[src/rtl/mexp_pkg.sv]
// ----------------------------------------------------------------------------
// mexp_pkg
// Shared field widths and reset constants for the modular exponentiation block.
// ----------------------------------------------------------------------------
`default_nettype none

package mexp_pkg;

  // Field widths of one transaction
  localparam int unsigned BASE_W     = 31;
  localparam int unsigned EXP_W      = 31;
  localparam int unsigned POW_W      = 31;
  localparam int unsigned MODCFG_W   = 31;

  // Packed stream widths, padded to whole bytes
  localparam int unsigned IN_TDATA_W  = 64;
  localparam int unsigned OUT_TDATA_W = 32;

  // Modulus after reset (1e9 + 7)
  localparam logic [31:0] MODULUS_RESET = 32'd1000000007;

endpackage : mexp_pkg

`default_nettype wire

[src/rtl/mexp_mulser.sv]
// ----------------------------------------------------------------------------
// mexp_mulser
// Bit-serial interleaved modular multiplier: p = x * y mod m, one bit of x
// per cycle, most significant bit first. Requires y < m.
// ----------------------------------------------------------------------------
`default_nettype none

module mexp_mulser #(
  parameter int unsigned W  = 31,
  parameter int unsigned XW = 31
) (
  input  wire logic          clk,
  input  wire logic          rst_n,
  input  wire logic          start,
  input  wire logic [XW-1:0] x,
  input  wire logic [W-1:0]  y,
  input  wire logic [W-1:0]  m,
  output logic               done,
  output logic [W-1:0]       p
);

  localparam int unsigned CW = $clog2(XW + 1);

  logic          busy_r, busy_nxt;
  logic          done_r, done_nxt;
  logic [CW-1:0] cnt_r, cnt_nxt;
  logic [XW-1:0] x_r, x_nxt;
  logic [W-1:0]  y_r, y_nxt;
  logic [W-1:0]  r_r, r_nxt;

  logic [W+1:0]  t;
  logic [W+1:0]  m1;
  logic [W+1:0]  m2;
  logic [W-1:0]  r_red;

  // Double the partial result, add the multiplicand on a set bit, reduce below m
  always_comb begin
    m1 = {2'b00, m};
    m2 = {1'b0, m, 1'b0};
    t  = {1'b0, r_r, 1'b0} + (x_r[XW-1] ? {2'b00, y_r} : {(W+2){1'b0}});
    if (t >= m2) begin
      r_red = W'(t - m2);
    end else if (t >= m1) begin
      r_red = W'(t - m1);
    end else begin
      r_red = W'(t);
    end
  end

  // Load on start, then shift one multiplier bit per cycle
  always_comb begin
    busy_nxt = busy_r;
    done_nxt = 1'b0;
    cnt_nxt  = cnt_r;
    x_nxt    = x_r;
    y_nxt    = y_r;
    r_nxt    = r_r;
    if (start) begin
      busy_nxt = 1'b1;
      cnt_nxt  = CW'(XW);
      x_nxt    = x;
      y_nxt    = y;
      r_nxt    = '0;
    end else if (busy_r) begin
      r_nxt   = r_red;
      x_nxt   = {x_r[XW-2:0], 1'b0};
      cnt_nxt = cnt_r - CW'(1);
      if (cnt_r == CW'(1)) begin
        busy_nxt = 1'b0;
        done_nxt = 1'b1;
      end
    end
  end

  always_ff @(posedge clk) begin
    if (!rst_n) begin
      busy_r <= 1'b0;
      done_r <= 1'b0;
      cnt_r  <= '0;
    end else begin
      busy_r <= busy_nxt;
      done_r <= done_nxt;
      cnt_r  <= cnt_nxt;
    end
  end

  always_ff @(posedge clk) begin
    x_r <= x_nxt;
    y_r <= y_nxt;
    r_r <= r_nxt;
  end

  assign done = done_r;
  assign p    = r_r;

endmodule : mexp_mulser

`default_nettype wire

[src/rtl/modular_exponentiation.sv]
// ----------------------------------------------------------------------------
// modular_exponentiation
// Right-to-left binary square-and-multiply: power = base^exponent mod modulus.
// ----------------------------------------------------------------------------
// One transaction at a time. Two bit-serial modular multipliers run side by
// side, one squaring and one multiplying, each taking one bit of its operand
// per cycle (XW = max(MOD_BITS, 31) bits per pass). The base is first reduced
// in one pass, then one pass runs per exponent bit up to its highest set bit
// L, L + 2 passes in all. An exponent of zero still takes the base pass; a
// modulus of zero skips the passes and goes straight to the result. A new
// transaction is taken once the result sits in the output register, even
// before it is consumed.
`default_nettype none

module modular_exponentiation #(
  parameter int unsigned MOD_BITS = 31
) (
  input  wire logic                                 clk,
  input  wire logic                                 rst_n,
  // in_tdata: base [30:0], exponent [61:31], zero [63:62]
  input  wire logic [mexp_pkg::IN_TDATA_W-1:0]      in_tdata,
  input  wire logic                                 in_tvalid,
  output logic                                      in_tready,
  // out_tdata: power [30:0], zero [31]
  output logic [mexp_pkg::OUT_TDATA_W-1:0]          out_tdata,
  output logic                                      out_tvalid,
  input  wire logic                                 out_tready,
  input  wire logic                                 cfg_wr_en,
  input  wire logic [mexp_pkg::MODCFG_W-1:0]        cfg_wr_data
);

  localparam int unsigned W  = MOD_BITS;
  localparam int unsigned XW = (MOD_BITS > mexp_pkg::BASE_W) ? MOD_BITS : mexp_pkg::BASE_W;
  localparam int unsigned EW = mexp_pkg::EXP_W;

  localparam logic [1:0] S_IDLE = 2'd0;
  localparam logic [1:0] S_BASE = 2'd1;
  localparam logic [1:0] S_STEP = 2'd2;
  localparam logic [1:0] S_FIN  = 2'd3;

  logic [1:0]    state_r, state_nxt;
  logic [W-1:0]  mod_r, mod_nxt;
  logic [EW-1:0] e_r, e_nxt;
  logic [W-1:0]  acc_r, acc_nxt;
  logic [W-1:0]  sq_r, sq_nxt;
  logic          out_valid_r, out_valid_nxt;
  logic [mexp_pkg::POW_W-1:0] out_pow_r, out_pow_nxt;

  logic [mexp_pkg::BASE_W-1:0] in_base;
  logic [EW-1:0] in_exp;
  logic          in_fire;
  logic [W-1:0]  one_m;

  logic          mul_a_start, mul_b_start;
  logic [XW-1:0] mul_a_x, mul_b_x;
  logic [W-1:0]  mul_a_y, mul_b_y;
  logic          mul_a_done, mul_b_done;
  logic [W-1:0]  mul_a_p, mul_b_p;

  // Unpack the input transaction
  assign in_base   = in_tdata[mexp_pkg::BASE_W-1:0];
  assign in_exp    = in_tdata[mexp_pkg::BASE_W+EW-1:mexp_pkg::BASE_W];
  assign in_tready = (state_r == S_IDLE);
  assign in_fire   = in_tvalid && in_tready;
  assign one_m     = (mod_r == W'(1)) ? '0 : W'(1);

  // Modulus register
  always_comb begin
    mod_nxt = mod_r;
    if (cfg_wr_en) begin
      mod_nxt = W'(cfg_wr_data);
    end
  end

  // Sequencer: reduce base, then one square and multiply pass per exponent bit
  always_comb begin
    state_nxt     = state_r;
    e_nxt         = e_r;
    acc_nxt       = acc_r;
    sq_nxt        = sq_r;
    out_valid_nxt = out_valid_r;
    out_pow_nxt   = out_pow_r;
    mul_a_start   = 1'b0;
    mul_b_start   = 1'b0;
    mul_a_x       = XW'(in_base);
    mul_a_y       = one_m;

    if (out_valid_r && out_tready) begin
      out_valid_nxt = 1'b0;
    end

    case (state_r)
      S_IDLE: begin
        if (in_fire) begin
          e_nxt   = in_exp;
          acc_nxt = one_m;
          if (mod_r == '0) begin
            acc_nxt   = '0;
            state_nxt = S_FIN;
          end else begin
            mul_a_start = 1'b1;
            state_nxt   = S_BASE;
          end
        end
      end
      S_BASE: begin
        if (mul_a_done) begin
          sq_nxt = mul_a_p;
          if (e_r == '0) begin
            state_nxt = S_FIN;
          end else begin
            mul_a_start = 1'b1;
            mul_b_start = 1'b1;
            state_nxt   = S_STEP;
          end
        end
      end
      S_STEP: begin
        if (mul_a_done) begin
          sq_nxt = mul_a_p;
          if (e_r[0]) begin
            acc_nxt = mul_b_p;
          end
          e_nxt = e_r >> 1;
          if (e_nxt == '0) begin
            state_nxt = S_FIN;
          end else begin
            mul_a_start = 1'b1;
            mul_b_start = 1'b1;
          end
        end
      end
      S_FIN: begin
        if (!out_valid_r || out_tready) begin
          out_valid_nxt = 1'b1;
          out_pow_nxt   = mexp_pkg::POW_W'(acc_r);
          state_nxt     = S_IDLE;
        end
      end
      default: begin
        state_nxt = S_IDLE;
      end
    endcase

    // Operands for the next pass come from the freshly updated values
    if (state_r != S_IDLE) begin
      mul_a_x = XW'(sq_nxt);
      mul_a_y = sq_nxt;
    end
  end

  assign mul_b_x = XW'(acc_nxt);
  assign mul_b_y = sq_nxt;

  // Squaring unit, also used to reduce the base
  mexp_mulser #(
    .W  (W),
    .XW (XW)
  ) u_mul_sq (
    .clk   (clk),
    .rst_n (rst_n),
    .start (mul_a_start),
    .x     (mul_a_x),
    .y     (mul_a_y),
    .m     (mod_r),
    .done  (mul_a_done),
    .p     (mul_a_p)
  );

  // Accumulating multiply unit
  mexp_mulser #(
    .W  (W),
    .XW (XW)
  ) u_mul_acc (
    .clk   (clk),
    .rst_n (rst_n),
    .start (mul_b_start),
    .x     (mul_b_x),
    .y     (mul_b_y),
    .m     (mod_r),
    .done  (mul_b_done),
    .p     (mul_b_p)
  );

  always_ff @(posedge clk) begin
    if (!rst_n) begin
      state_r     <= S_IDLE;
      mod_r       <= W'(mexp_pkg::MODULUS_RESET);
      out_valid_r <= 1'b0;
    end else begin
      state_r     <= state_nxt;
      mod_r       <= mod_nxt;
      out_valid_r <= out_valid_nxt;
    end
  end

  always_ff @(posedge clk) begin
    e_r       <= e_nxt;
    acc_r     <= acc_nxt;
    sq_r      <= sq_nxt;
    out_pow_r <= out_pow_nxt;
  end

  // Pack the result transaction
  assign out_tvalid = out_valid_r;
  assign out_tdata  = mexp_pkg::OUT_TDATA_W'(out_pow_r);

  // Both multipliers finish together during the exponent loop
  a_mul_lockstep: assert property (@(posedge clk) disable iff (!rst_n)
    (state_r == S_STEP) |-> (mul_a_done == mul_b_done))
    else $error("multiplier units out of step");

  // The loop never runs with the exponent used up
  a_exp_live: assert property (@(posedge clk) disable iff (!rst_n)
    (state_r == S_STEP) |-> (e_r != '0))
    else $error("exponent loop running on zero exponent");

  // The running result stays reduced
  a_acc_reduced: assert property (@(posedge clk) disable iff (!rst_n)
    ((state_r == S_STEP) && (mod_r != '0)) |-> (acc_r < mod_r))
    else $error("running result not reduced");

  // The finish state loads its result once the output register is free
  a_out_from_fin: assert property (@(posedge clk) disable iff (!rst_n)
    (!out_valid_r || out_tready) && (state_r == S_FIN) |=> out_valid_r)
    else $error("finished result not loaded");

endmodule : modular_exponentiation

`default_nettype wire

[config.mk]
export PLATFORM = sky130hd
export DESIGN_NAME = modular_exponentiation
export DESIGN_NICKNAME = d
export VERILOG_FILES = /design/src/rtl/mexp_pkg.sv /design/src/rtl/mexp_mulser.sv /design/src/rtl/modular_exponentiation.sv
export SDC_FILE = /design/constraint.sdc
export NUM_CORES = 1
export LEC_CHECK = 0
export BUFFER_PORTS_ARGS = -buffer_cell sky130_fd_sc_hd__buf_2
export CORE_UTILIZATION = 55
export CTS_CLUSTER_DIAMETER = 60
export CTS_CLUSTER_SIZE = 14
export DETAILED_ROUTE_END_ITERATION = 10
export PLACE_DENSITY = 0.7
export SYNTH_ARGS = -nofsm -noshare
export SYNTH_HDL_FRONTEND = slang
export SYNTH_SLANG_ARGS = --single-unit
export TNS_END_PERCENT = 30
[constraint.sdc]
create_clock -name clk -period 11.8 [get_ports clk]
set_input_delay 1.77 -clock clk [delete_from_list [all_inputs] [get_ports clk]]
set_output_delay 1.77 -clock clk [all_outputs]
set_load 0.01 [all_outputs]
* After elaboration in Yosys (flattened, before gate mapping) *
Cells that the tools add are included.

storage, ports and cells
  input port bits = 100
  bits in registers = 357
  word-level logic and storage cells = 113
  output and inout port bits = 34

cells by class
  mux-type cells = 53
  reductions and logical operators = 17
  add/sub/neg operators = 8
  magnitude comparators = 4
  equal/unequal tests = 11
  bitwise gates (word level) = 2

operators with widths
  cell                                                                      count
  31-bit 2-to-1 mux                                                         19
  31-bit case mux with 2 select lines                                       2
  31-bit subtractor                                                         4
  31-bit logical NOT                                                        3
  32-bit by 31-bit adder with 33-bit output                                 2
  33-bit by 31-bit greater-or-equal comparator with 1-bit output            2
  33-bit by 32-bit greater-or-equal comparator with 1-bit output            2
  31-bit by 1-bit == test with 1-bit output (second input constant)         1
  5-bit 2-to-1 mux                                                          4
  1-bit 2-to-1 mux                                                          19
  2-bit 2-to-1 mux                                                          6
  5-bit by 1-bit == test with 1-bit output (second input constant)          2
  5-bit by 1-bit subtractor with 5-bit output (second input constant)       2
  2-bit case mux with 4 select lines                                        1
  2-bit nonzero test                                                        4
  2-bit by 1-bit inequality test with 1-bit output (second input constant)  3
  5-bit AND reduction                                                       1
  2-bit == test (second input constant)                                     2
  2-bit inequality test (second input constant)                             2
  1-bit case mux with 3 select lines                                        1
  3-bit AND reduction                                                       1
  3-bit OR reduction                                                        1
  2-bit by 1-bit == test with 1-bit output (second input constant)          1
  1-bit logical AND                                                         2
  other kinds (7)                                                           8

* Logic depth before layout (Yosys ltp) *
  word-level depth = 6
  gate-level depth with buffers = 27
  mapped depth without buffers = 22

* Hierarchy *
From an unflattened synthesis, not the netlist that was laid out.

unflattened totals
  cell total of the unflattened synthesis = 2,605
  area, all modules = 24,887.6 um^2

by module, submodules not included
  module                    sequential area each (um^2)  cells each  times used  area an instance (um^2)
  mexp_mulser at u_mul_sq   2,622.5                      1,072       1           9,335.2
  mexp_mulser at u_mul_acc  2,622.5                      1,062       1           9,270.1
  modular_exponentiation    3,783.6                      471         1           6,282.3

* Least setup slack after synthesis *
No wires, ideal clock.

  path type = register to register
  start = register u_mul_sq.x_r[30]
  end = register u_mul_sq.r_r[19] (netlist: u_mul_sq.p[19])
  path buffers = 4
  setup slack = 6.338 ns
  stages on the path, launching flop included = 26
  data arrival time = 5.307 ns
  period minus slack after synthesis = 5.462 ns
  setup time = 0.154 ns
  required time = 11.646 ns
  cells stage by stage = edfxtp_1 -> clkbuf_1 -> and2_1 -> ha_1 -> fa_1 -> a211oi_1 -> o21ai_1 -> a31oi_1 -> o21ai_0 -> a21o_1 -> a2111oi_0 -> nor2_1 -> xor2_1 -> ha_1 -> nand3_1 -> nor4_1 -> a31oi_1 -> o211ai_1 -> nor2_1 -> o221ai_1 -> o31a_1 -> buf_2 -> buf_2 -> buf_2 -> mux2i_1 -> o22ai_1

on the way
  longest elaborated chain between the ends = 5
  elaborated cells on any way between the ends = 8
  classes of those cells = 3 x add/sub; 2 x order compare; 3 x mux

RTL lines
  element                                                                                                     RTL line                              text
  start, declared                                                                                             mexp_mulser.sv:27                     logic [XW-1:0] x_r, x_nxt;
  start signal, assigned                                                                                      mexp_mulser.sv:88                     x_r <= x_nxt;
  31-bit 2-to-1 mux *                                                                                         mexp_mulser.sv:40                     t = {1'b0, r_r, 1'b0} + (x_r[XW-1] ? {2'b00, y_r} : {(W+2){1'b0}});
  32-bit by 31-bit adder with 33-bit output *                                                                 mexp_mulser.sv:40
  31-bit subtractor / 33-bit by 31-bit greater-or-equal comparator with 1-bit output (equally long branches)  mexp_mulser.sv:44, mexp_mulser.sv:43
  31-bit 2-to-1 mux                                                                                           mexp_mulser.sv:43                     end else if (t >= m1) begin
  31-bit 2-to-1 mux *                                                                                         mexp_mulser.sv:41                     if (t >= m2) begin
  end signal, assigned                                                                                        mexp_mulser.sv:90                     r_r <= r_nxt;
  end, declared                                                                                               mexp_mulser.sv:29                     logic [W-1:0] r_r, r_nxt;

Every way passes the cells marked *; elsewhere a longest branch is shown, timed or not.
A chain may end at the register's enable or synchronous reset.

* Worst setup path after layout *
  start = register u_mul_acc.x_r[30]
  end = register u_mul_acc.r_r[15] (netlist: u_mul_acc.p[15])

on the way
  longest elaborated chain between the ends = 5
  elaborated cells on any way between the ends = 8
  classes of those cells = 3 x add/sub; 2 x order compare; 3 x mux

RTL lines
  element                                                                                                     RTL line
  start, declared                                                                                             mexp_mulser.sv:27
  start signal, assigned                                                                                      mexp_mulser.sv:88
  31-bit 2-to-1 mux *                                                                                         mexp_mulser.sv:40
  32-bit by 31-bit adder with 33-bit output *                                                                 mexp_mulser.sv:40
  31-bit subtractor / 33-bit by 31-bit greater-or-equal comparator with 1-bit output (equally long branches)  mexp_mulser.sv:44, mexp_mulser.sv:43
  31-bit 2-to-1 mux                                                                                           mexp_mulser.sv:43
  31-bit 2-to-1 mux *                                                                                         mexp_mulser.sv:41
  end signal, assigned                                                                                        mexp_mulser.sv:90
  end, declared                                                                                               mexp_mulser.sv:29

Marks and branches as above.

==> flow_metrics.py <==
metrics = {
    "min_path": {
        "worst_hold_path_type": "reg2reg",
        "hold_depth": 0,
    },
    "run_status": {
        "status": "completed",
    },
    "run": {
        "maxCapViolations": 0,
    },
    "logic_synthesis": {
        "synth_ff_type": "edfxtp_1",
        "synth_cell_types": 90,
        "syn_avg_cell_area_um2": 9.30,
        "synthArstFlopShare": 0,
        "synth_top_family_by_area": "compound AO/OA/AOI/OAI gates",
        "synthesis.nets": 2880,
        "synthesis.area_um2": 24000,
        "seq_area_frac_synth": 0.375,
        "synth_compound_area_frac": 0.217,
        "synth_edf_count": 186,
        "synthCells": 2582,
        "yosys.area_share.simple": 0.156,
        "synthXorXnorAreaFrac": 0.0584,
        "yosysWarnings": 0,
        "synthAdderAreaFrac": 0.105,
        "ys_seq_elements": 357,
        "synth_mux_area_frac": 0.0540,
    },
    "floorplanning": {
        "io_pins": 134,
        "initial_core_util": 0.557,
        "chipHeight_um": 211,
        "die_area_um2": 44500,
        "coreArea_um2": 43100,
        "rows": 76,
        "fp.dieW_um": 211,
    },
    "detailed_routing": {
        "drtIter0Drc": 1506,
        "drt_wl_total_um": 73800,
        "num_vias": 20200,
        "first_pass_iters": 7,
        "drc_errors": 0,
        "final_antenna_net_count": 0,
        "avgRoutedWirePerCell_um": 22.5,
        "post_drt_via_cell_ratio": 6.16,
    },
    "timing": {
        "timing.final.hold_violations": 0,
        "tightest_slew_ps": 1070,
        "rsz0062_at_grt": "no",
        "whs_ps": 436,
        "slew_headroom": 0.284,
        "finalWorstSetupSlack_ps": 4770,
        "timing.final.crit_share": 0.596,
        "period_needed_ps": 7030,
        "clock.fmax_mhz": 142,
        "setup_viol": 0,
        "slew_viol_final": 0,
        "timing.setup.tns_ps": 0,
        "clock_skew_ps": 24.7,
    },
    "layout": {
        "nFillCells": 3811,
        "drive_gt1_frac": 0.126,
        "nets": 2959,
        "area_growth_pct": 9.84,
    },
    "worst_setup_path": {
        "cp-end-kind": "register",
        "worstPathMaxFanout": 31,
        "crit_required_ps": 12270,
        "r2r-start": "u_mul_acc.x_r[30]",
        "r2r_setup_slack_ps": 4770,
        "endpoint": "u_mul_acc.p[15]",
        "reg2reg_depth": 20,
        "startpoint_type": "register",
        "critPathLaunch": "u_mul_acc.x_r[30]",
        "rr_endpoint": "u_mul_acc.p[15]",
        "arrival_ps": 7500,
        "path_class": "reg2reg",
    },
    "cts": {
        "clock_path_buffers": 3,
        "postCtsSetupRepairBufs": 0,
        "holdBufCountCts": 0,
        "clock-sinks": 357,
        "cts_root_buf": "clkbuf_16",
        "cts_buffers": 40,
        "clkTransAtPathRegs_ps": 70,
        "clock_latency_ps": 590,
        "tritoncts": "yes",
        "cts.repair.resized": 0,
        "htree_levels": 2,
    },
    "place": {
        "dp_hpwl_um": 56400,
        "pre_cts_ws_ps": 4900,
        "routabilityCongestion": 0.991,
        "io_buffers": 130,
    },
    "global_route": {
        "grt_pass1_wl_um": 111000,
        "grt_pass1_vias": 19400,
        "grt_overflow": 0,
        "antenna_found_initial": 2,
        "grt_max_degree": 71,
        "grt_use_total": 0.328,
    },
    "power": {
        "p_leak_nw": 11.3,
        "ir_worst_vdd_mv": 0.315,
        "power_density_nw_per_um2": 264,
    },
}
-- logic make-up after synthesis --
kind of cell / after synthesis
compound gates: 786
mux: 120
other cells: 1
flops: 357
simple gates: 759
fa+ha+maj: 198
xor+xnor: 160
buf+inv: 201
-- sequential cells by signal, indices dropped and copies added, names as in the netlist, 31 cells and up --
register       count
sq_r              31
out_pow_r         31
acc_r             31
u_mul_sq.y_r      31
u_mul_sq.x_r      31
u_mul_acc.x_r     31
u_mul_sq.p        31
e_r               31
mod_r             31
u_mul_acc.y_r     31
u_mul_acc.p       31
-- area by class of cell --
class | count | area [um^2] | area share
Clock buffer | 55 | 1080 | 0.0409
Sequential cell | 357 | 9010 | 0.342
Inverter | 89 | 334 | 0.0127
Antenna cell | 3 | 7.51 | 0.000285
Tap cell | 585 | 732 | 0.0278
Timing Repair Buffer | 149 | 793 | 0.0301
Clock inverter | 17 | 188 | 0.00712
Multi-Input combinational cell | 2024 | 14200 | 0.539
-- worst min path at each step --
stage / startpoint / end
after global placement: acc_r[12] / out_pow_r[12]
after detailed placement: acc_r[12] / out_pow_r[12]
after CTS: acc_r[8] / out_pow_r[8]
after floorplan: acc_r[10] / out_pow_r[10]
final: acc_r[4] / out_pow_r[4]
after global routing: acc_r[8] / out_pow_r[8]
-- worst max-delay path, cell delays in order (launching register included) --
cell,delay [ps]
edfxtp_1,690
and2_1,280
ha_1,210
fa_1,430
a211oi_1,370
o211ai_1,200
a31oi_1,330
o21bai_1,140
a21oi_1,260
nand4b_1,150
nand3_1,310
ha_1,490
and3_1,250
a221oi_1,390
nand2_1,130
a21oi_1,270
o21ai_1,240
a221o_1,460
nor2_2,800
o21ai_0,230
o221a_2,270
-- power by group --
group | total [mW] | leakage, nW | switching [mW] | internal (mW)
clock | 1.23 | 0.615 | 0.563 | 0.663
sequential | 1.74 | 3.27 | 0.172 | 1.56
combinational | 4.01 | 7.44 | 2.46 | 1.55
-- cell usage after synthesis (49+ instances only) --
cell type  instances  area [um^2]
nand2_1          281         1050
a21oi_1          205         1030
ha_1             192         2400
edfxtp_1         186         5590
dfxtp_1          171         3420
o21ai_0          163          816
nor2_1           113          424
xnor2_1          105          920
inv_1             88          330
a21o_1            81          608
clkbuf_1          81          304
mux2_2            72          811
and2_1            67          419
nor2b_1           58          363
xor2_1            55          482
nand3_1           49          245
o211ai_1          49          368
-- layout by cell type, fill, tap and decap left out, drive strengths merged, types with 14 or more instances in the layout --
cell type and count:
a31oi 45, xnor2 105, buf 149, and2 69
a21o 81, ha 192, inv 97, mux2i 44
nand4 33, nand2b 25, o21ai 170, o211ai 49
o21a 26, dfxtp 171, clkbuf 55, a211oi 25
nor4 24, nor3 28, edfxtp 186, nand3 49
and3 26, nor2b 58, a21boi 14, o21bai 18
or2 15, nand2 281, mux2 76, xor2 55
nor2 113, a22o 33, a21oi 207
-- through the flow --
| step | cell area, um^2 | cells | total power [mW] | util |
|---|---|---|---|---|
| 2_1_floorplan | 24000 | 2582 | 4.67 | - |
| 4_1_cts | 26400 | 3276 | 6.94 | 0.612 |
| 3_3_place_gp | 25100 | 3204 | 5.64 | 0.582 |
| 3_5_place_dp | 25100 | 3204 | 5.69 | 0.582 |
| 5_1_grt | 26400 | 3277 | 7.41 | 0.612 |
| 6_report | 26400 | 3279 | 6.97 | 0.612 |
-- layer usage --
layer	global-route usage	wire length, um
met3	0.0455	3180
met4	0.173	4100
met5	0	0
met2	0.557	35600
met1	0.403	30900
(Power assumes the default switching activity.)
